[src/hw/rtl/bbl_pkg.sv]
// ---------------------------------------------------------------------------
// bbl_pkg
// Shared types, constants and rounding arithmetic of the 3x3 box blur.
// ---------------------------------------------------------------------------
`default_nettype none

package bbl_pkg;

  localparam int CH_W         = 8;
  localparam int PIX_W        = 3 * CH_W;
  localparam int SUM_W        = 12;          // 9 * 255 fits
  localparam int CNT_W        = 4;           // neighbor count 1..9

  localparam int CFG_WIDTH_W  = 11;
  localparam int CFG_HEIGHT_W = 13;
  localparam int CFG_DATA_W   = 13;
  localparam int CFG_INDEX_W  = 1;

  localparam int DEF_MAX_WIDTH  = 1024;
  localparam int DEF_MAX_HEIGHT = 4096;
  localparam int RESET_WIDTH    = 640;
  localparam int RESET_HEIGHT   = 480;

  localparam int OUT_DEPTH   = 4;
  localparam int MAX_RESULTS = 2;

  localparam logic [CFG_INDEX_W-1:0] REG_FRAME_WIDTH  = 1'b0;
  localparam logic [CFG_INDEX_W-1:0] REG_FRAME_HEIGHT = 1'b1;

  localparam logic OP_PIXEL = 1'b0;
  localparam logic OP_DRAIN = 1'b1;

  // reciprocals: floor(y/3) = (y*RECIP3) >> 13, floor(y/9) = (y*RECIP9) >> 15, y < 4096
  localparam logic [SUM_W-1:0] RECIP3       = 12'd2731;
  localparam int               RECIP3_SHIFT = 13;
  localparam logic [SUM_W-1:0] RECIP9       = 12'd3641;
  localparam int               RECIP9_SHIFT = 15;

  typedef logic [PIX_W-1:0] bbl_pix_t;
  typedef logic [2:0][2:0][PIX_W-1:0] bbl_window_t;  // [row][col], row 0 above, col 0 left

  typedef struct packed {
    logic top_ok;
    logic bot_ok;
    logic left_ok;
    logic right_ok;
    logic frame_end;
    logic run_last;
  } bbl_emit_ctl_t;

  typedef struct packed {
    logic            frame_end;
    logic            run_last;
    logic [CH_W-1:0] blue;
    logic [CH_W-1:0] green;
    logic [CH_W-1:0] red;
  } bbl_result_t;

  typedef enum logic [2:0] {
    S_IDLE,
    S_PIX_SHIFT,
    S_EMIT_A,
    S_EMIT_B,
    S_DR_PRE,
    S_DR_SHIFT,
    S_DR_EMIT
  } bbl_state_t;

  // Round half up: (2*sum + n) div (2*n), n in {1,2,3,4,6,9}.
  function automatic logic [CH_W-1:0] round_mean(input logic [SUM_W-1:0] sum,
                                                 input logic [CNT_W-1:0] cnt);
    logic [SUM_W:0]     x;
    logic [SUM_W-1:0]   y;
    logic [2*SUM_W-1:0] prod;
    logic [SUM_W:0]     q;
    x    = {sum, 1'b0} + (SUM_W+1)'(cnt);
    y    = '0;
    prod = '0;
    case (cnt)
      4'd1: q = x >> 1;
      4'd2: q = x >> 2;
      4'd4: q = x >> 3;
      4'd3: begin
        y    = x[SUM_W:1];
        prod = y * RECIP3;
        q    = (SUM_W+1)'(prod >> RECIP3_SHIFT);
      end
      4'd6: begin
        y    = SUM_W'(x[SUM_W:2]);
        prod = y * RECIP3;
        q    = (SUM_W+1)'(prod >> RECIP3_SHIFT);
      end
      4'd9: begin
        y    = x[SUM_W:1];
        prod = y * RECIP9;
        q    = (SUM_W+1)'(prod >> RECIP9_SHIFT);
      end
      default: q = '0;
    endcase
    return q[CH_W-1:0];
  endfunction

endpackage

`default_nettype wire

[src/hw/rtl/bbl_mean.sv]
// ---------------------------------------------------------------------------
// bbl_mean
// Two-stage arithmetic: masked 3x3 channel sums, then rounded division.
// ---------------------------------------------------------------------------
`default_nettype none

module bbl_mean (
  input  logic                  clk,
  input  logic                  rst_n,
  input  logic                  emit_valid,
  input  bbl_pkg::bbl_emit_ctl_t emit_ctl,
  input  bbl_pkg::bbl_window_t   cells,
  output logic                  res_valid,
  output bbl_pkg::bbl_result_t   res
);
  import bbl_pkg::*;

  logic             s1_valid_r;
  logic [SUM_W-1:0] sum_red_r, sum_grn_r, sum_blu_r;
  logic [SUM_W-1:0] sum_red_nxt, sum_grn_nxt, sum_blu_nxt;
  logic [CNT_W-1:0] cnt_r, cnt_nxt;
  logic             fe_r, rl_r;
  logic [2:0]       row_ok, col_ok;
  logic             res_valid_r;
  bbl_result_t      res_r;

  assign row_ok = {emit_ctl.bot_ok, 1'b1, emit_ctl.top_ok};
  assign col_ok = {emit_ctl.right_ok, 1'b1, emit_ctl.left_ok};

  // masked sums; out-of-frame neighbors drop out
  always_comb begin
    sum_red_nxt = '0;
    sum_grn_nxt = '0;
    sum_blu_nxt = '0;
    cnt_nxt     = '0;
    for (int a = 0; a < 3; a++) begin
      for (int b = 0; b < 3; b++) begin
        if (row_ok[a] && col_ok[b]) begin
          sum_red_nxt = sum_red_nxt + SUM_W'(cells[a][b][PIX_W-1 -: CH_W]);
          sum_grn_nxt = sum_grn_nxt + SUM_W'(cells[a][b][2*CH_W-1 -: CH_W]);
          sum_blu_nxt = sum_blu_nxt + SUM_W'(cells[a][b][CH_W-1:0]);
          cnt_nxt     = cnt_nxt + CNT_W'(1);
        end
      end
    end
  end

  always_ff @(posedge clk) begin
    if (!rst_n) begin
      s1_valid_r  <= 1'b0;
      res_valid_r <= 1'b0;
    end else begin
      s1_valid_r  <= emit_valid;
      res_valid_r <= s1_valid_r;
    end
  end

  always_ff @(posedge clk) begin
    sum_red_r       <= sum_red_nxt;
    sum_grn_r       <= sum_grn_nxt;
    sum_blu_r       <= sum_blu_nxt;
    cnt_r           <= cnt_nxt;
    fe_r            <= emit_ctl.frame_end;
    rl_r            <= emit_ctl.run_last;
    res_r.frame_end <= fe_r;
    res_r.run_last  <= rl_r;
    res_r.red       <= round_mean(sum_red_r, cnt_r);
    res_r.green     <= round_mean(sum_grn_r, cnt_r);
    res_r.blue      <= round_mean(sum_blu_r, cnt_r);
  end

  assign res_valid = res_valid_r;
  assign res       = res_r;

endmodule

`default_nettype wire

[config.mk]
export PLATFORM = sky130hd
export DESIGN_NAME = bbl_mean
export DESIGN_NICKNAME = d
export VERILOG_FILES = /design/src/hw/rtl/bbl_pkg.sv /design/src/hw/rtl/bbl_mean.sv
export SDC_FILE = /design/constraint.sdc
export NUM_CORES = 2
export LEC_CHECK = 0
export BUFFER_PORTS_ARGS = -buffer_cell sky130_fd_sc_hd__buf_2
export CORE_ASPECT_RATIO = 1.25
export CORE_MARGIN = 2
export CORE_UTILIZATION = 40
export CTS_CLUSTER_DIAMETER = 50
export DETAILED_ROUTE_END_ITERATION = 12
export GPL_TIMING_DRIVEN = 0
export PLACE_DENSITY = 0.55
export SYNTH_ARGS = -nofsm -noshare
export SYNTH_HDL_FRONTEND = slang
export SYNTH_SLANG_ARGS = --single-unit
[constraint.sdc]
create_clock -name clk -period 23.4 [get_ports clk]
set_input_delay 2.34 -clock clk [delete_from_list [all_inputs] [get_ports clk]]
set_output_delay 2.34 -clock clk [all_outputs]
set_load 0.005 [all_outputs]
# Word-level counts from Yosys, hierarchy flattened
# Cells that the tools add are included.
[totals]
regBits = 70
in_bits = 225
output_inout_bits = 27
wordCells = 102
[op_classes]
n_addsub = 35
multipliers = 9
n_eq_ne = 6
muxes = 35
reduce_logical = 4
[op_table]
columns = ["op", "count"]
rows = [
  ["$add 12x8->12", 23],
  ["$mux 12", 20],
  ["$pmux 8 s6", 3],
  ["$mul 12x12->23 const B", 3],
  ["$mul 11x12->21 const B", 3],
  ["$mul 12x12->21 const B", 3],
  ["$add 13x4->13", 3],
  ["$add 4x1->4 const B", 8],
  ["$mux 4", 7],
  ["$mux 8", 3],
  ["$add 8x8->9", 1],
  ["$mux 9", 1],
  ["$eq 4x2->1 const B", 2],
  ["$eq 4x3->1 const B", 2],
  ["$eq 4x1->1 const B", 1],
  ["$eq 4x4->1 const B", 1],
  ["$logic_and 1x1->1", 4],
  ["$mux 1", 1],
]

# Logic depth before layout (Yosys ltp)
[logic_depth]
word_depth = 17
depth_mapped = 50
mapped_depth_nobuf = 47

# Worst setup path after synthesis
# Ideal clock, no wire load.
[synth_path]
path_kind = "in2reg"
startpoint = "in emit_ctl[3] in the netlist's numbering"
endpoint = "reg sum_grn_r[10]"
setup_time_ps = 125
t_arrival_ps = 10350
required_time_ps = 23275
slack_ps = 12925
path_stages = 45
path_buffers = 3
path_cell_list = "buf_2 > buf_1 > clkbuf_1 > and3_1 > ha_1 > inv_1 > fa_1 > nor2b_1 > nor2_1 > xnor2_1 > nand2_1 > inv_1 > ha_1 > a21o_1 > a21oi_1 > xnor2_1 > a22o_1 > ha_1 > [9 not listed] > and3_1 > o31ai_1 > ha_1 > a21boi_0 > o31ai_1 > ha_1 > a21oi_1 > xnor2_1 > nor2_1 > a21oi_1 > ha_1 > o21a_1 > o21ai_0 > nor2_1 > nor2_1 > o22ai_1 > a21oi_1 > xnor2_1"
[synth_between]
elab_chain_cells = 17
elab_cells_between_ends = 18
classes_between = "add/sub: 8; mux: 8; reduce/logical: 2"
[synth_lines]
columns = ["element", "line", "rtl"]
rows = [
  ["start: declaration", "bbl_mean.sv:11", "input bbl_pkg::bbl_emit_ctl_t emit_ctl,"],
  ["$logic_and 1x1->1", "bbl_mean.sv:38", "if (row_ok[a] && col_ok[b]) begin"],
  ["$mux 8", "bbl_mean.sv:38", ""],
  ["$add 12x8->12", "bbl_mean.sv:40", "sum_grn_nxt = sum_grn_nxt + SUM_W'(cells[a][b][2*CH_W-1 -: CH_W]);"],
  ["$mux 12", "bbl_mean.sv:38", ""],
  ["$add 12x8->12", "bbl_mean.sv:40", ""],
  ["$mux 12", "bbl_mean.sv:38", ""],
  ["$add 12x8->12", "bbl_mean.sv:40", ""],
  ["$mux 12", "bbl_mean.sv:38", ""],
  ["$add 12x8->12 (2 in series)", "bbl_mean.sv:40", ""],
  ["$mux 12", "bbl_mean.sv:38", ""],
  ["$add 12x8->12", "bbl_mean.sv:40", ""],
  ["$mux 12 *", "bbl_mean.sv:38", ""],
  ["$add 12x8->12", "bbl_mean.sv:40", ""],
  ["$mux 12 *", "bbl_mean.sv:38", ""],
  ["$add 12x8->12", "bbl_mean.sv:40", ""],
  ["$mux 12 *", "bbl_mean.sv:38", ""],
  ["net sum_grn_nxt[10]", "bbl_mean.sv:20", "logic [SUM_W-1:0] sum_red_nxt, sum_grn_nxt, sum_blu_nxt;"],
  ["end signal: assignment", "bbl_mean.sv:60", "sum_grn_r <= sum_grn_nxt;"],
  ["end: declaration", "bbl_mean.sv:19", "logic [SUM_W-1:0] sum_red_r, sum_grn_r, sum_blu_r;"],
]
# The timed path passes the listed nets; every way through them passes the cells marked *.
# A chain may end at the register's enable or synchronous reset.

# Worst setup path in the final report
# Ends and elaborated chain as after synthesis.

==> impl_metrics.toml <==
[global_routing]
grt_overflow = 0
grt_pass1_wl_mm = 143.5
grt_start_max_net_pins = 14
antenna_found_initial = 44
track_usage_pct = 23.30
grt_pass1_vias = 26820

[cells_and_area]
nets = 5176
layout-drive-gt1-share_pct = 9.218
final_core_util_pct = 44.31
syn_to_final_growth_pct = 9.579
final_common_cell = "ha_1"
mostFrequentLayoutCells = "ha_1 (764), inv_1 (629), fa_1 (330), buf_2 (252), nor2_1 (218)"

[timing]
rsz0062_at_grt = "no"
worst_pin_slew_ns = 1.437
setup-tns-final_ns = 0
fin_crit_sh_pct = 53.22
fin_crit_ns = 12.45
clock_skew_ns = 0.01922
setup_viol = 0
clock.fmax_ghz = 0.08030
hold_viol_final = 0
slew_viol_final = 0
slew_headroom_pct = 3.866

[worst_setup_path]
slowest_stage = "clkbuf_1"
worstPathRequired_ns = 23.72
cp_top_family = "compound AO/OA/AOI/OAI gates"
end_kind = "register"
critPathMostFrequentCell = "ha_1"
crit_fanout = 10
worstPathArrival_ns = 12.77
critPathBufInv = 7
worst_setup_path_start_kind = "input pin"
max_stage_delay_ns = 0.73
critPathKind = "input pin to register"

[clocking]
htreeDepth = 3
clock_path_buffers = 2
cts_buffers = 9
post_cts_buffers = 0
cts_hold_buffers = 0
cts_resized = 0
path_clk_slew_ns = 0.06
cts_root_buffer = "clkbuf_16"
cts_tree = "done"
clock-sinks = 70
clk-insertion-delay-late_ns = 0.40

[logic_synthesis]
synthCells = 3594
synth_cell_types = 88
synthSimpleGateAreaFrac_pct = 10.38
synth.area.mux_share_pct = 1.945
synth_top_family_by_area = "adder cells"
synthFlopType = "dfxtp_1"
mappedNetlistArea_um2 = 31260
yosys.area_share.adder_pct = 51.72
async_flop_share_pct = 0
avgSynthCellArea_um2 = 8.697
yosys_warnings = 0
synthTopCellsByArea = "ha_1 (31%), fa_1 (21%), inv_1 (7.6%)"
syn_nets = 4913
yosysTopAreaCellShare_pct = 30.58
synth-xor-area-share_pct = 8.090
synth_compound_area_share_pct = 15.10
yosysSeqAreaShare_pct = 4.483
ys_ff_latch = 70
synth_area_leader_cell = "ha_1"
synth_edf_count = 0

[floorplanning]
start_util_pct = 40.43
dieArea_um2 = 80410
fp.dieH_um = 316.5
coreArea_um2 = 77310
pin_count = 252
fp.dieW_um = 254.0
row_count = 114

[placed_design]
hpwl_mm = 81.72
port_buffers = 249
gp_congestion = 0.9404

[run_status]
status = "completed"

[route]
drt_iter0_drc = 909
vias = 25570
postRouteWirelength_mm = 91.19
wl_per_cell_um = 18.56
via_per_inst = 5.205
drt_first_pass_iters = 8
drc_errors = 0
ant_nets = 0

[worst_hold_path]
hp-class = "register to register"

[job]
drv_cap = 0
## layout make-up
type | instances | area [um2]
fillers | 7909 | 43060
multi-input cells | 2835 | 27330
inverters | 631 | 2369
flip-flops and latches | 70 | 1401
well taps | 1044 | 1306
repair buffers | 252 | 1287
clock buffers | 10 | 229.0
plain buffers | 58 | 221.5
clock inverters | 6 | 93.84
diodes | 7 | 17.52
## cell families (layout without fill, tap and decap cells)
logic type | after synthesis | count (layout)
other cells | 0 | 7
xor+xnor | 275 | 275
mux | 57 | 57
simple gates | 673 | 673
compound gates | 736 | 736
buf+inv | 689 | 957
fa+ha+maj | 1094 | 1094
flops | 70 | 70
## registers in the layout (all words and copies together), names as in the netlist
signal and cells:
res 26, sum_blu_r 12, sum_grn_r 12, sum_red_r 12
cnt_r 4, fe_r 1, res_valid 1, rl_r 1
s1_valid_r 1
## metrics by stage
step / std cells / hold WS, ns / setup WS, ns / cell area (um2)
4_1_cts: 4906 / 0.3292 / 10.94 / 34230
2_1_floorplan: 3594 / 0.3096 / 12.92 / 31260
6_report: 4913 / 0.3246 / 10.95 / 34250
3_3_place_gp: 4887 / 0.3130 / 10.63 / 33810
3_5_place_dp: 4890 / 0.3153 / 10.55 / 33910
5_1_grt: 4910 / 0.3289 / 10.03 / 34250
## metal layers
layer	global-route usage (%)	vias up	routed length, um
met2	46.21	523	49330
met3	4.384	203	4317
met1	23.97	12040	33750
met4	8.275	66	3394
li1	-	12740	-
met5	0	-	402
## path summary, 6_finish.rpt
kind,startpoint,to,slack (ns),cells past startpoint
worst max-delay path,emit_ctl[3],sum_grn_r[10],10.95,51
worst min-delay path,rl_r,res[24],0.32,0
worst max register to register,cnt_r[1],res[15],14.75,27
worst min register to register,rl_r,res[24],0.32,0
## cell usage after synthesis (all sizes together) (27+ instances only)
master / instances
ha: 764
inv: 630
fa: 330
nor2: 219
a21oi: 206
o21ai: 190
xnor2: 180
nand2: 162
xor2: 95
a21o: 78
dfxtp: 70
nor2b: 57
clkbuf: 45
nor3: 37
nand3: 36
and3: 35
mux2i: 33
o21bai: 30
and2: 29
a211oi: 27
nand2b: 27
Power is not shown: default switching activity piles up to over one toggle a cycle in this logic, so the estimate is an artifact.
