--- config.mk ---
export PLATFORM = sky130hd
export DESIGN_NAME = bbl_out_buf
export DESIGN_NICKNAME = d
export VERILOG_FILES = /design/src/hw/rtl/bbl_pkg.sv /design/src/hw/rtl/bbl_out_buf.sv
export SDC_FILE = /design/constraint.sdc
export NUM_CORES = 1
export LEC_CHECK = 0
export BUFFER_PORTS_ARGS = -buffer_cell sky130_fd_sc_hd__buf_2
export CAP_MARGIN = 20
export CORE_MARGIN = 5
export CORE_UTILIZATION = 56
export DETAILED_ROUTE_END_ITERATION = 16
export GPL_ROUTABILITY_DRIVEN = 0
export PLACE_DENSITY = 0.78
export SYNTH_ARGS = -nofsm -noshare
export SYNTH_HDL_FRONTEND = slang
export SYNTH_SLANG_ARGS = --single-unit
--- constraint.sdc ---
create_clock -name clk -period 2.1 [get_ports clk]
set_input_delay 0.42 -clock clk [delete_from_list [all_inputs] [get_ports clk]]
set_output_delay 0.42 -clock clk [all_outputs]
set_load 0.01 [all_outputs]
--- src/hw/rtl/bbl_pkg.sv ---
// ---------------------------------------------------------------------------
// bbl_pkg
// Shared types, constants and rounding arithmetic of the 3x3 box blur.
// ---------------------------------------------------------------------------
`default_nettype none

package bbl_pkg;

  localparam int CH_W         = 8;
  localparam int PIX_W        = 3 * CH_W;
  localparam int SUM_W        = 12;          // 9 * 255 fits
  localparam int CNT_W        = 4;           // neighbor count 1..9

  localparam int CFG_WIDTH_W  = 11;
  localparam int CFG_HEIGHT_W = 13;
  localparam int CFG_DATA_W   = 13;
  localparam int CFG_INDEX_W  = 1;

  localparam int DEF_MAX_WIDTH  = 1024;
  localparam int DEF_MAX_HEIGHT = 4096;
  localparam int RESET_WIDTH    = 640;
  localparam int RESET_HEIGHT   = 480;

  localparam int OUT_DEPTH   = 4;
  localparam int MAX_RESULTS = 2;

  localparam logic [CFG_INDEX_W-1:0] REG_FRAME_WIDTH  = 1'b0;
  localparam logic [CFG_INDEX_W-1:0] REG_FRAME_HEIGHT = 1'b1;

  localparam logic OP_PIXEL = 1'b0;
  localparam logic OP_DRAIN = 1'b1;

  // reciprocals: floor(y/3) = (y*RECIP3) >> 13, floor(y/9) = (y*RECIP9) >> 15, y < 4096
  localparam logic [SUM_W-1:0] RECIP3       = 12'd2731;
  localparam int               RECIP3_SHIFT = 13;
  localparam logic [SUM_W-1:0] RECIP9       = 12'd3641;
  localparam int               RECIP9_SHIFT = 15;

  typedef logic [PIX_W-1:0] bbl_pix_t;
  typedef logic [2:0][2:0][PIX_W-1:0] bbl_window_t;  // [row][col], row 0 above, col 0 left

  typedef struct packed {
    logic top_ok;
    logic bot_ok;
    logic left_ok;
    logic right_ok;
    logic frame_end;
    logic run_last;
  } bbl_emit_ctl_t;

  typedef struct packed {
    logic            frame_end;
    logic            run_last;
    logic [CH_W-1:0] blue;
    logic [CH_W-1:0] green;
    logic [CH_W-1:0] red;
  } bbl_result_t;

  typedef enum logic [2:0] {
    S_IDLE,
    S_PIX_SHIFT,
    S_EMIT_A,
    S_EMIT_B,
    S_DR_PRE,
    S_DR_SHIFT,
    S_DR_EMIT
  } bbl_state_t;

  // Round half up: (2*sum + n) div (2*n), n in {1,2,3,4,6,9}.
  function automatic logic [CH_W-1:0] round_mean(input logic [SUM_W-1:0] sum,
                                                 input logic [CNT_W-1:0] cnt);
    logic [SUM_W:0]     x;
    logic [SUM_W-1:0]   y;
    logic [2*SUM_W-1:0] prod;
    logic [SUM_W:0]     q;
    x    = {sum, 1'b0} + (SUM_W+1)'(cnt);
    y    = '0;
    prod = '0;
    case (cnt)
      4'd1: q = x >> 1;
      4'd2: q = x >> 2;
      4'd4: q = x >> 3;
      4'd3: begin
        y    = x[SUM_W:1];
        prod = y * RECIP3;
        q    = (SUM_W+1)'(prod >> RECIP3_SHIFT);
      end
      4'd6: begin
        y    = SUM_W'(x[SUM_W:2]);
        prod = y * RECIP3;
        q    = (SUM_W+1)'(prod >> RECIP3_SHIFT);
      end
      4'd9: begin
        y    = x[SUM_W:1];
        prod = y * RECIP9;
        q    = (SUM_W+1)'(prod >> RECIP9_SHIFT);
      end
      default: q = '0;
    endcase
    return q[CH_W-1:0];
  endfunction

endpackage

`default_nettype wire

--- src/hw/rtl/bbl_out_buf.sv ---
// ---------------------------------------------------------------------------
// bbl_out_buf
// Small result FIFO between the arithmetic pipeline and the output port.
// ---------------------------------------------------------------------------
`default_nettype none

module bbl_out_buf #(
  parameter int DEPTH = bbl_pkg::OUT_DEPTH
) (
  input  logic                clk,
  input  logic                rst_n,
  input  logic                wr_valid,
  input  bbl_pkg::bbl_result_t wr_data,
  output logic                rd_valid,
  input  logic                rd_ready,
  output bbl_pkg::bbl_result_t rd_data
);
  import bbl_pkg::*;

  localparam int AW = (DEPTH > 1) ? $clog2(DEPTH) : 1;
  localparam int CW = $clog2(DEPTH + 1);

  bbl_result_t   fifo_mem_r [DEPTH];
  logic [AW-1:0] wr_ptr_r, rd_ptr_r;
  logic [CW-1:0] count_r;
  logic          rd_xfer;

  assign rd_valid = (count_r != '0);
  assign rd_data  = fifo_mem_r[rd_ptr_r];
  assign rd_xfer  = rd_valid && rd_ready;

  always_ff @(posedge clk) begin
    if (!rst_n) begin
      wr_ptr_r <= '0;
      rd_ptr_r <= '0;
      count_r  <= '0;
    end else begin
      if (wr_valid) begin
        wr_ptr_r <= (wr_ptr_r == AW'(DEPTH - 1)) ? '0 : wr_ptr_r + AW'(1);
      end
      if (rd_xfer) begin
        rd_ptr_r <= (rd_ptr_r == AW'(DEPTH - 1)) ? '0 : rd_ptr_r + AW'(1);
      end
      case ({wr_valid, rd_xfer})
        2'b10:   count_r <= count_r + CW'(1);
        2'b01:   count_r <= count_r - CW'(1);
        default: count_r <= count_r;
      endcase
    end
  end

  always_ff @(posedge clk) begin
    if (wr_valid) begin
      fifo_mem_r[wr_ptr_r] <= wr_data;
    end
  end

endmodule

`default_nettype wire

== After elaboration in Yosys (flattened, before gate mapping) ==
Memories as Yosys holds them, arrays and structs flattened. A register that Yosys moved wholly into a read port is not among the register bits.
Cells that the tools add are included.

* Bits in registers: 7
* Output and inout port bits: 27
* Memories kept: 1
* Input bits: 30
* Word-level logic and storage cells: 22
* RAM bits: 104

{| class="wikitable"
|+ Memory list
! name !! words !! width !! rd ports !! clocked after memory_dff !! write ports !! line !! RTL
|-
| fifo_mem_r || 4 || 26 || 1 || 1 || 1 || bbl_out_buf.sv:23 || <nowiki>bbl_result_t fifo_mem_r [DEPTH];</nowiki>
|}

* $add $sub $neg: 4
* Reductions and logical operators: 3
* Eq/ne operators: 4
* Multiplexer cells: 7

{| class="wikitable"
|+ Operators with widths
! operator !! number
|-
| 2-bit 2-to-1 mux || 4
|-
| 2-bit equality test (second input constant) || 3
|-
| 3-bit one-hot mux with 2 select lines || 1
|-
| 2-bit by 1-bit adder with 2-bit output (second input constant) || 2
|-
| 3-bit by 1-bit adder with 3-bit output (second input constant) || 1
|-
| 3-bit nonzero test || 1
|-
| 3-bit by 1-bit subtractor with 3-bit output (second input constant) || 1
|-
| 2-bit by 1-bit equality test with 1-bit output (second input constant) || 1
|-
| 1-bit 2-to-1 mux || 2
|-
| 2-bit nonzero test || 1
|-
| 1-bit logical AND || 1
|}

== Depth between registers and ports, before layout ==
Gate-level depths: netlist (run 1).

* Word-level depth: 4
* Depth in mapped cells: 8
* Mapped depth without buffers: 8

== Worst setup path after synthesis (run 1) ==
OpenSTA, ideal clock, no wires.

* Path kind: in2reg
* From: input port rd_ready
* To: register count_r[2]
* Setup slack: 294 ps
* Cell stages on the path: 8
* Arrival time: 1731 ps
* Library setup time: 76 ps
* Cell sequence: o31ai_1 > inv_1 > ha_1 > inv_1 > fa_1 > xor2_1 > or3_1 > a21boi_0

* Longest elaborated chain between the ends: 3
* Elaborated cells between the ends (all ways): 5
* Classes of those cells: eq/ne: 2; mux: 1; reduce/logical: 2

{| class="wikitable"
|+ Ends and longest elaborated chain
! element !! line !! RTL
|-
| from (decl) || bbl_out_buf.sv:15 || <nowiki>input logic rd_ready,</nowiki>
|-
| 1-bit logical AND * || bbl_out_buf.sv:30 || <nowiki>assign rd_xfer = rd_valid && rd_ready;</nowiki>
|-
| 2-bit by 1-bit equality test with 1-bit output or 2-bit equality test (tied branches) || bbl_out_buf.sv:44 || <nowiki>case ({wr_valid, rd_xfer})</nowiki>
|-
| 3-bit one-hot mux with 2 select lines or 2-bit nonzero test (tied branches) || - ||
|-
| to (signal assigned) || bbl_out_buf.sv:45 || <nowiki>2'b10: count_r <= count_r + CW'(1);</nowiki>
|-
| to (signal assigned) || bbl_out_buf.sv:46 || <nowiki>2'b01: count_r <= count_r - CW'(1);</nowiki>
|-
| to (signal assigned) || bbl_out_buf.sv:47 || <nowiki>default: count_r <= count_r;</nowiki>
|-
| to (decl) || bbl_out_buf.sv:25 || <nowiki>logic [CW-1:0] count_r;</nowiki>
|}

Mark *: on every way between the ends. The rest lies on a longest branch, timed or not.
A chain may end at the register's enable or synchronous reset.

==> metrics, run 1 <==
syn nets=223; core area=7330 um2; Startpoint Class=flip-flop; Worst Path Arrival=roughly 1800 ps; CTS Buf Count=17; DPL Wire Length=4.22 mm; post-placement cell area=~4700 um2; Adder-Cell Fraction of Synth Area=2.23%; Post-Place Cells=342; Req. time, crit path=1680 ps; post-route minimum period=~2200 ps; Die W=97.2 um; pre-CTS WS=59.1 ps; DRT antenna net count=0; DR vias=2,008; post-cts hold buffer count=0; Initial Util=58.1%; violated checks=negative setup slack; largest net degree at the start of global routing=27; nets=300; Synth Area in XOR/XNOR=less than 1%; RSZ-0062 raised after global routing=yes; Cell Count, Final, Fillers Out=between 300 and 400; skew final=7.35 ps; slowest stage delay, CP=550 ps; drt drc=0; Max-cap violations=0; Pre-antenna DRT Iters=4; via density per instance=~5.4; Yosys cell types=25; share of post-route cells with drive strength above 1=between 40% and 50%; mux share of post-synthesis cell area=14.5%; global route overflow=0; IO Pins=57; share of the synthesized area in the top cell type=between 70% and 80%; largest family of logic cells by synthesized area=multiplexers; Slew Limit Fails=0; post-synthesis cell count=186; worst skew pair latency=about 500 ps; post-synth top area cell=edfxtp_1; Setup violations, final=26; Pleak=1.89 nW; Post-Layout Inst Area=between 5000 and 6000 um2; Crit Path Class=reg -> out; setup ws final=-83.7 ps; crit path max-delay cell type=mux4_1; PortBufs=56; Global Route Usage Sum=16.9%; Final Cycle Share=104%; ordered list of cells on the worst path=buf_12 > mux4_1 > buf_2; Rows=31; Post-Synth Simple-Gate Area=2.23%; outcome=finished, violations left; Max-slew headroom=72.6%; Fin. Hold Viols=0; Max FO, Critical Path=9; final WL=7.45 mm; n_diodes=0; Avg Inst Size Synth=22.9 um2; Clk pin slew, worst setup/hold paths=~60 ps; Die Y-Extent=97.2 um; Clock Sinks=roughly 110; Seq/Total Area, Yosys=77.5%; CP endpoint kind=output port; Power per Cell Area=1240 nW/um2; initial antenna violation count=0; maximum clock path buffer count=2; Post-Syn Area=4260 um2; die area=about 9500 um2; Ys Warns=0; f_max=458 MHz; Routed WL per cell=between 15 and 20 um; pin slew with the least headroom to its limit=412 ps; CTS tree=built; H-tree Lvls=4; vias in the first global route=2,178; top cells by area, synth=edfxtp_1 73%, mux4_2 11%, dfxtp_1 4.2%; Layout area overhead=26.3%; Hold Path Class=in -> reg; first-pass GRT wire length=11.7 mm; clock root buffer=clkbuf_8; fillers=around 420; post-synthesis compound-gate area fraction=0.940%; flops & latches, synth=between 100 and 150; Peak supply drop=approximately 0.7 mV; Iter 0 DRT Violations=between 100 and 150
[power breakdown]
part / internal [W] / switching, W
sequential: 0.00260 / 0.0000768
combinational: 0.000737 / 0.000553
clock: 0.00178 / 0.000913
[metrics by stage]
stage	hold slack (ps)	setup TNS, ps	power [W]	utilization (%)
after floorplan	473	0	0.00345	-
after global routing	114	-2580	0.00696	73.4
after global placement	491	0	0.00375	63.8
after CTS	120	-1980	0.00662	72.7
final	138	-643	0.00666	73.4
after detailed placement	507	0	0.00378	63.8
[Yosys cell counts, drive strengths merged]
cell,n
a21boi,1
fa,1
nand3,2
nor2,1
nor2b,2
xor2,1
nand2,3
inv,7
mux2i,1
mux4,26
dfxtp,9
ha,6
edfxtp,104
o31ai,1
clkbuf,1
or3,2
nor3b,1
and2,6
o21ai,4
xnor2,1
a21oi,1
buf,5
[layout by cell type, fill, tap and decap left out, types with 3 or more instances in the layout]
master     netlist  layout
and2_1           6       6
buf_12           2       4
buf_2            2      37
buf_4            0       4
buf_6            1      19
bufinv_16        0       3
clkbuf_16        0      16
clkinv_1         0       4
clkinv_2         0       3
dfxtp_1          9       8
edfxtp_1       104     104
ha_1             6       6
inv_1            7       7
mux4_2          20      25
nand2_1          3       3
o21ai_0          4       4
[state kept, by name, summed over array words and instances, names as in the netlist, named ones only]
name	flops
count_r	3
fifo_mem_r	104
rd_ptr_r	2
wr_ptr_r	2
[per-layer routing]
metal	up-vias	track usage, %	wire, um
li1	918	-	-
met1	1017	20.1	2890
met2	63	28.0	3970
met3	10	7.61	467
met4	0	5.11	119
met5	-	0	0
[area by class of cell]
cell class	instances	area (um2)	share of cell area [%]
clock buffers	19	422	7.83
flip-flops and latches	113	3310	61.4
well taps	99	124	2.30
clock inverters	13	144	2.67
inverters	7	26.3	0.488
repair buffers	64	509	9.46
multi-input cells	60	852	15.8
[path summary, 6_finish.rpt]
path	startpoint	depth (start not counted)	slack, ps	end
max	flip-flop	3	-80	rd_data[13]
min	wr_data[3]	1	140	fifo_mem_r[0][3]
max reg2reg	count_r[1]	8	190	count_r[2]
min reg2reg	count_r[2]	2	520	count_r[2]
[critical path: cells and delay by family (launching register included)]
| family | cells | cell delay [ps] |
|---|---|---|
| muxes | 1 | 550 |
| DFF | 1 | 390 |
| buffers and inverters | 2 | 320 |
[repair_timing]
item,CTS,global route
gates resized for setup,12,18
pin swaps,0,0
gates cloned,1,0
setup endpoints to repair,26,28
buffers inserted,1,0
[logic make-up after synthesis]
kind of cell | Yosys count
AO/OA/AOI/OAI | 7
XOR/XNOR | 2
adder cells (fa/ha/maj) | 7
buffers and inverters | 13
flip-flops | 113
multiplexers | 27
AND/OR/NAND/NOR | 17
Power figures use the tool's default switching activity.
==> inputs of run 2 (changes only) <==
--- a/config.mk
+++ b/config.mk
@@ -8,10 +8,12 @@
 export BUFFER_PORTS_ARGS = -buffer_cell sky130_fd_sc_hd__buf_2
 export CAP_MARGIN = 20
 export CORE_MARGIN = 5
-export CORE_UTILIZATION = 56
+export CORE_UTILIZATION = 59
+export CTS_BUF_LIST = sky130_fd_sc_hd__clkbuf_2
+export CTS_CLUSTER_SIZE = 16
 export DETAILED_ROUTE_END_ITERATION = 16
 export GPL_ROUTABILITY_DRIVEN = 0
-export PLACE_DENSITY = 0.78
+export PLACE_DENSITY = 0.81
 export SYNTH_ARGS = -nofsm -noshare
 export SYNTH_HDL_FRONTEND = slang
 export SYNTH_SLANG_ARGS = --single-unit
==> run 2 against run 1 <==
Effect of this change:
- the flow still finishes with violations (negative setup slack)
- global-route usage grew 2.1 points
- worst hold slack got worse by 13 ps
- flip-flop and latch count did not move
- largest cell class unchanged
==> metrics, run 2 (same netlist as run 1, synthesis figures left out) <==
CTS Buf Count=17; Worst Path Arrival=1890 ps; Startpoint Class=flip-flop; PortBufs=56; hold_ws=125 ps; Layout area overhead=24.0%; max reg flops=104; Pre-antenna DRT Iters=4; Post-Layout Inst Area=about 5300 um2; Global Route Usage Sum=19.1%; Iter 0 DRT Violations=125; DPL Wire Length=4.52 mm; Clk pin slew, worst setup/hold paths=160 ps; Initial Util=approximately three fifths; Routed WL per cell=around 19 um; IO Pins=57; Max FO, Critical Path=6; Rows=31; global route overflow=0; die area=9020 um2; Regs by FF count=fifo_mem_r (104), count_r (3); largest net degree at the start of global routing=23; clock root buffer=clkbuf_2; post-route minimum period=roughly 2300 ps; final WL=7.59 mm; Final Cycle Share=110%; Max-slew headroom=approximately 75%; R2R depth=8; DRT antenna net count=0; most common cell after layout, fill and taps aside=edfxtp_1; violated checks=negative setup slack; f_max=433 MHz; first-pass GRT wire length=11.9 mm; Setup violations, final=26; core area=~7100 um2; vias in the first global route=2,298; H-tree Lvls=4; DR vias=2,147; Hold Crit Depth=2; Max-cap violations=0; n_diodes=0; setup ws final=-210 ps; Hold Path Class=in -> reg; Slew Limit Fails=0; nets=330; Fin. Hold Viols=0; Pleak=1.85 nW; worst skew pair latency=620 ps; Clock Sinks=approximately 110; CTS tree=built; register name with the most flops=fifo_mem_r; drt drc=0; via density per instance=5.31; pin slew with the least headroom to its limit=379 ps; CP endpoint kind=output port; skew final=28.6 ps; r2r setup slk=170 ps; post-placement cell area=4710 um2; Die Y-Extent=95.0 um; maximum clock path buffer count=2; outcome=finished, violations left; Peak supply drop=0.835 mV; Power per Cell Area=982 nW/um2; Req. time, crit path=about 1700 ps; total power=0.00519 W; Die W=95.0 um; share of post-route cells with drive strength above 1=41.3%; Crit Path Class=reg -> out; RSZ-0062 raised after global routing=yes; most frequent cells in the layout=104 x edfxtp_1, 43 x buf_2, 26 x mux4_2, 26 x dlygate4sd3_1, 17 x clkbuf_2; initial antenna violation count=0
## run 2: changes by cell type in the layout (fill, tap and decap cells not counted), moves of 2 or more
cell and delta:
clkinvlp_4 +3, inv_6 +2, buf_8 +2, buf_6 -5
buf_4 +2, dlygate4sd3_1 +26, buf_2 +6, clkinv_1 -3
clkbuf_2 +17, bufinv_16 -2, clkbuf_1 -2, clkbuf_16 -16
## run 2: final timing paths
path / from / to
setup reg to reg: count_r[0] / count_r[2]
hold reg to reg: wr_ptr_r[1] / wr_ptr_r[1]
setup / recovery: flip-flop / rd_data[12]
hold / removal: rst_n / count_r[2]
## run 2: layout make-up
type                            count  area, um2
Inverter                            7       26.3
Fill cell                         448       1850
Tap cell                           99        124
Clock buffer                       17       85.1
Timing Repair Buffer               94        768
Sequential cell                   113       3310
Clock inverter                     14        118
Multi-Input combinational cell     60        857
## run 2: report_power, final
| part | leakage (nW) | internal, W | switching, W | total [W] |
|---|---|---|---|---|
| registers | 1.03 | 0.00259 | 0.0000876 | 0.00268 |
| clock network | 0.116 | 0.000412 | 0.000795 | 0.00121 |
| logic | 0.706 | 0.000738 | 0.000565 | 0.00130 |
| total | 1.85 | 0.00374 | 0.00145 | 0.00519 |
## run 2: what timing repair did
item,CTS,global route
setup endpoints to repair,26,28
endpoints found under the hold margin,104,0
hold buffers,26,0
gates resized for setup,20,11
setup buffers,1,0
## run 2: through the flow
stage               setup WS, ps  utilization [%]  cells  TNS, ps
finish                      -210             74.1    404    -3900
global route                -321             74.1    404    -7350
CTS                         -264             73.1    404    -5890
detailed placement          86.9             66.0    346        0
global placement             155             66.0    346        0
floorplan                    294                -    186        0
## run 2: critical path: stages, from the launching register on
cell and delay, ps:
dfxtp_4 430, buf_8 160, mux4_2 560, buf_6 150
## run 2: layer usage
| layer | up-vias | wire (um) | global-route usage, % |
|---|---|---|---|
| met5 | - | 0 | 0 |
| met4 | 0 | 182 | 9.01 |
| met3 | 12 | 360 | 7.17 |
| met2 | 65 | 4190 | 31.9 |
| met1 | 1086 | 2850 | 21.6 |
| li1 | 984 | - | - |
==> inputs of run 3 (changes only) <==
--- a/config.mk
+++ b/config.mk
@@ -14,6 +14,7 @@
 export DETAILED_ROUTE_END_ITERATION = 16
 export GPL_ROUTABILITY_DRIVEN = 0
 export PLACE_DENSITY = 0.81
+export SETUP_SLACK_MARGIN = 0.2
 export SYNTH_ARGS = -nofsm -noshare
 export SYNTH_HDL_FRONTEND = slang
 export SYNTH_SLANG_ARGS = --single-unit
==> run 3 against run 2 <==
Effect of this change:
- the flow still finishes with violations (negative setup slack)
- die area unchanged
- non-clock buffer count up 7
- power grew 3.4%
- combinational power rose by 13%
- utilization is 1.3 points higher
- global-route usage up 0.42 points
- cell area grew 1.7%
- final cell count increased by 1.7%
- worst hold slack gained 5.8 ps
- flip-flop and latch count stayed put
- count of clock-buffer cells in the layout is the same
- via count up 1.8%
- critical path type unchanged
- critical endpoint unchanged
==> metrics, run 3 (same netlist as run 1, synthesis figures left out) <==
Die Y-Extent=about 95 um; Routed WL per cell=19.4 um; Critical R2R Launch=count_r[1]; initial antenna violation count=0; Pleak=1.89 nW; Peak supply drop=0.917 mV; first-pass GRT wire length=12.1 mm; Final Cycle Share=110%; maximum clock path buffer count=2; Rows=31; Startpoint Class=flip-flop; most common cell after layout, fill and taps aside=edfxtp_1; Max FO, Critical Path=6; register name with the most flops=fifo_mem_r; post-route minimum period=roughly 2300 ps; final WL=7.95 mm; RSZ-0062 raised after global routing=yes; most frequent cells in the layout=104 x edfxtp_1, 43 x buf_2, 26 x mux4_2, 26 x dlygate4sd3_1, 17 x clkbuf_2; Max-slew headroom=73.7%; DR vias=2,186; Power per Cell Area=998 nW/um2; IO Pins=57; CP endpoint=rd_data[12]; total power=between 0.005 and 0.006 W; Max-cap violations=0; R2R depth=8; DRT antenna net count=0; hold_ws=130 ps; storage element area=3310 um2; max reg flops=about 100; Req. time, crit path=1680 ps; Worst Path Arrival=1900 ps; n_diodes=0; Iter 0 DRT Violations=147; CTS tree=built; Initial Util=59.7%; Clk pin slew, worst setup/hold paths=160 ps; final core utilization=75.3%; pin slew with the least headroom to its limit=between 300 and 400 ps; f_max=432 MHz; core area=7140 um2; Clock Sinks=113; die area=about 9000 um2; share of post-route cells with drive strength above 1=44.9%; nets=337; Global Route Usage Sum=19.5%; r2r setup slk=190 ps; Post-Place Cells=346; worst reg2reg endpoint=count_r[1]; outcome=finished, violations left; Die W=95.0 um; fillers=between 400 and 500; pre-CTS WS=86.9 ps; Fin. Hold Viols=0; Crit Path Class=reg -> out; Layout area overhead=26.1%; vias in the first global route=2,320; worst skew pair latency=630 ps; Slew Limit Fails=0; H-tree Lvls=4; drt drc=0; largest net degree at the start of global routing=23; violated checks=negative setup slack; Regs by FF count=fifo_mem_r (104), count_r (3); Hold Path Class=in -> reg; via density per instance=approximately 5.3; setup ws final=-216 ps; Pre-antenna DRT Iters=6; area occupied by multi-input gates=880 um2; Cell Count, Final, Fillers Out=411; CTS Buf Count=17; DPL Wire Length=4.52 mm; skew final=27.2 ps; global route overflow=0; PortBufs=56; CP endpoint kind=output port; clock root buffer=clkbuf_2; Setup violations, final=26
-- run 3: cell count changes in the layout (fill, tap and decap cells not counted), sizes merged --
cell and change:
buf +7
-- run 3: through the flow --
step / area [um2] / setup TNS, ps
finish: 5380 / -4100
CTS: 5270 / -5890
detailed placement: 4710 / 0
global placement: 4710 / 0
global route: 5380 / -7380
floorplan: 4260 / 0
-- run 3: layout make-up --
type,count,share of cell area [%]
multi-input cells,60,16.4
flip-flops and latches,113,61.7
clock inverters,14,2.19
well taps,99,2.30
clock buffers,17,1.58
repair buffers,101,15.4
inverters,7,0.489
-- run 3: worst min path at each step --
| stage | startpoint | to | slack (ps) | cells after the start |
|---|---|---|---|---|
| 4_1_cts | rst_n | wr_ptr_r[1] | 50 | 2 |
| 2_1_floorplan | count_r[2] | count_r[2] | 470 | 2 |
| 3_3_place_gp | count_r[2] | count_r[2] | 490 | 2 |
| 5_1_grt | rst_n | wr_ptr_r[1] | 40 | 2 |
| 6_report | rst_n | wr_ptr_r[1] | 130 | 2 |
| 3_5_place_dp | count_r[2] | count_r[2] | 530 | 2 |
-- run 3: metal layers --
| layer | GRT usage, % | vias to the layer above | wire length, um |
|---|---|---|---|
| li1 | - | 994 | - |
| met1 | 21.9 | 1095 | 2840 |
| met2 | 32.9 | 76 | 4360 |
| met3 | 7.25 | 21 | 496 |
| met4 | 9.38 | 0 | 265 |
| met5 | 0 | - | 0 |
-- run 3: worst max-delay path, stage by stage, from the launching register on --
cell and delay (ps):
dfxtp_4 430, buf_8 160, mux4_2 560, buf_6 150
-- run 3: repair_timing --
action / 4_1_cts / 5_1_grt
setup endpoints to repair: 29 / 29
pin swaps: 2 / 2
hold buffers: 26 / 0
endpoints found under the hold margin: 104 / 0
buffers inserted: 5 / 3
gates resized for setup: 28 / 17
-- run 3: report_power, final --
group          total, W  internal [W]  switching, W
combinational   0.00147      0.000837      0.000633
clock           0.00121      0.000412      0.000801
sequential      0.00268       0.00260     0.0000802
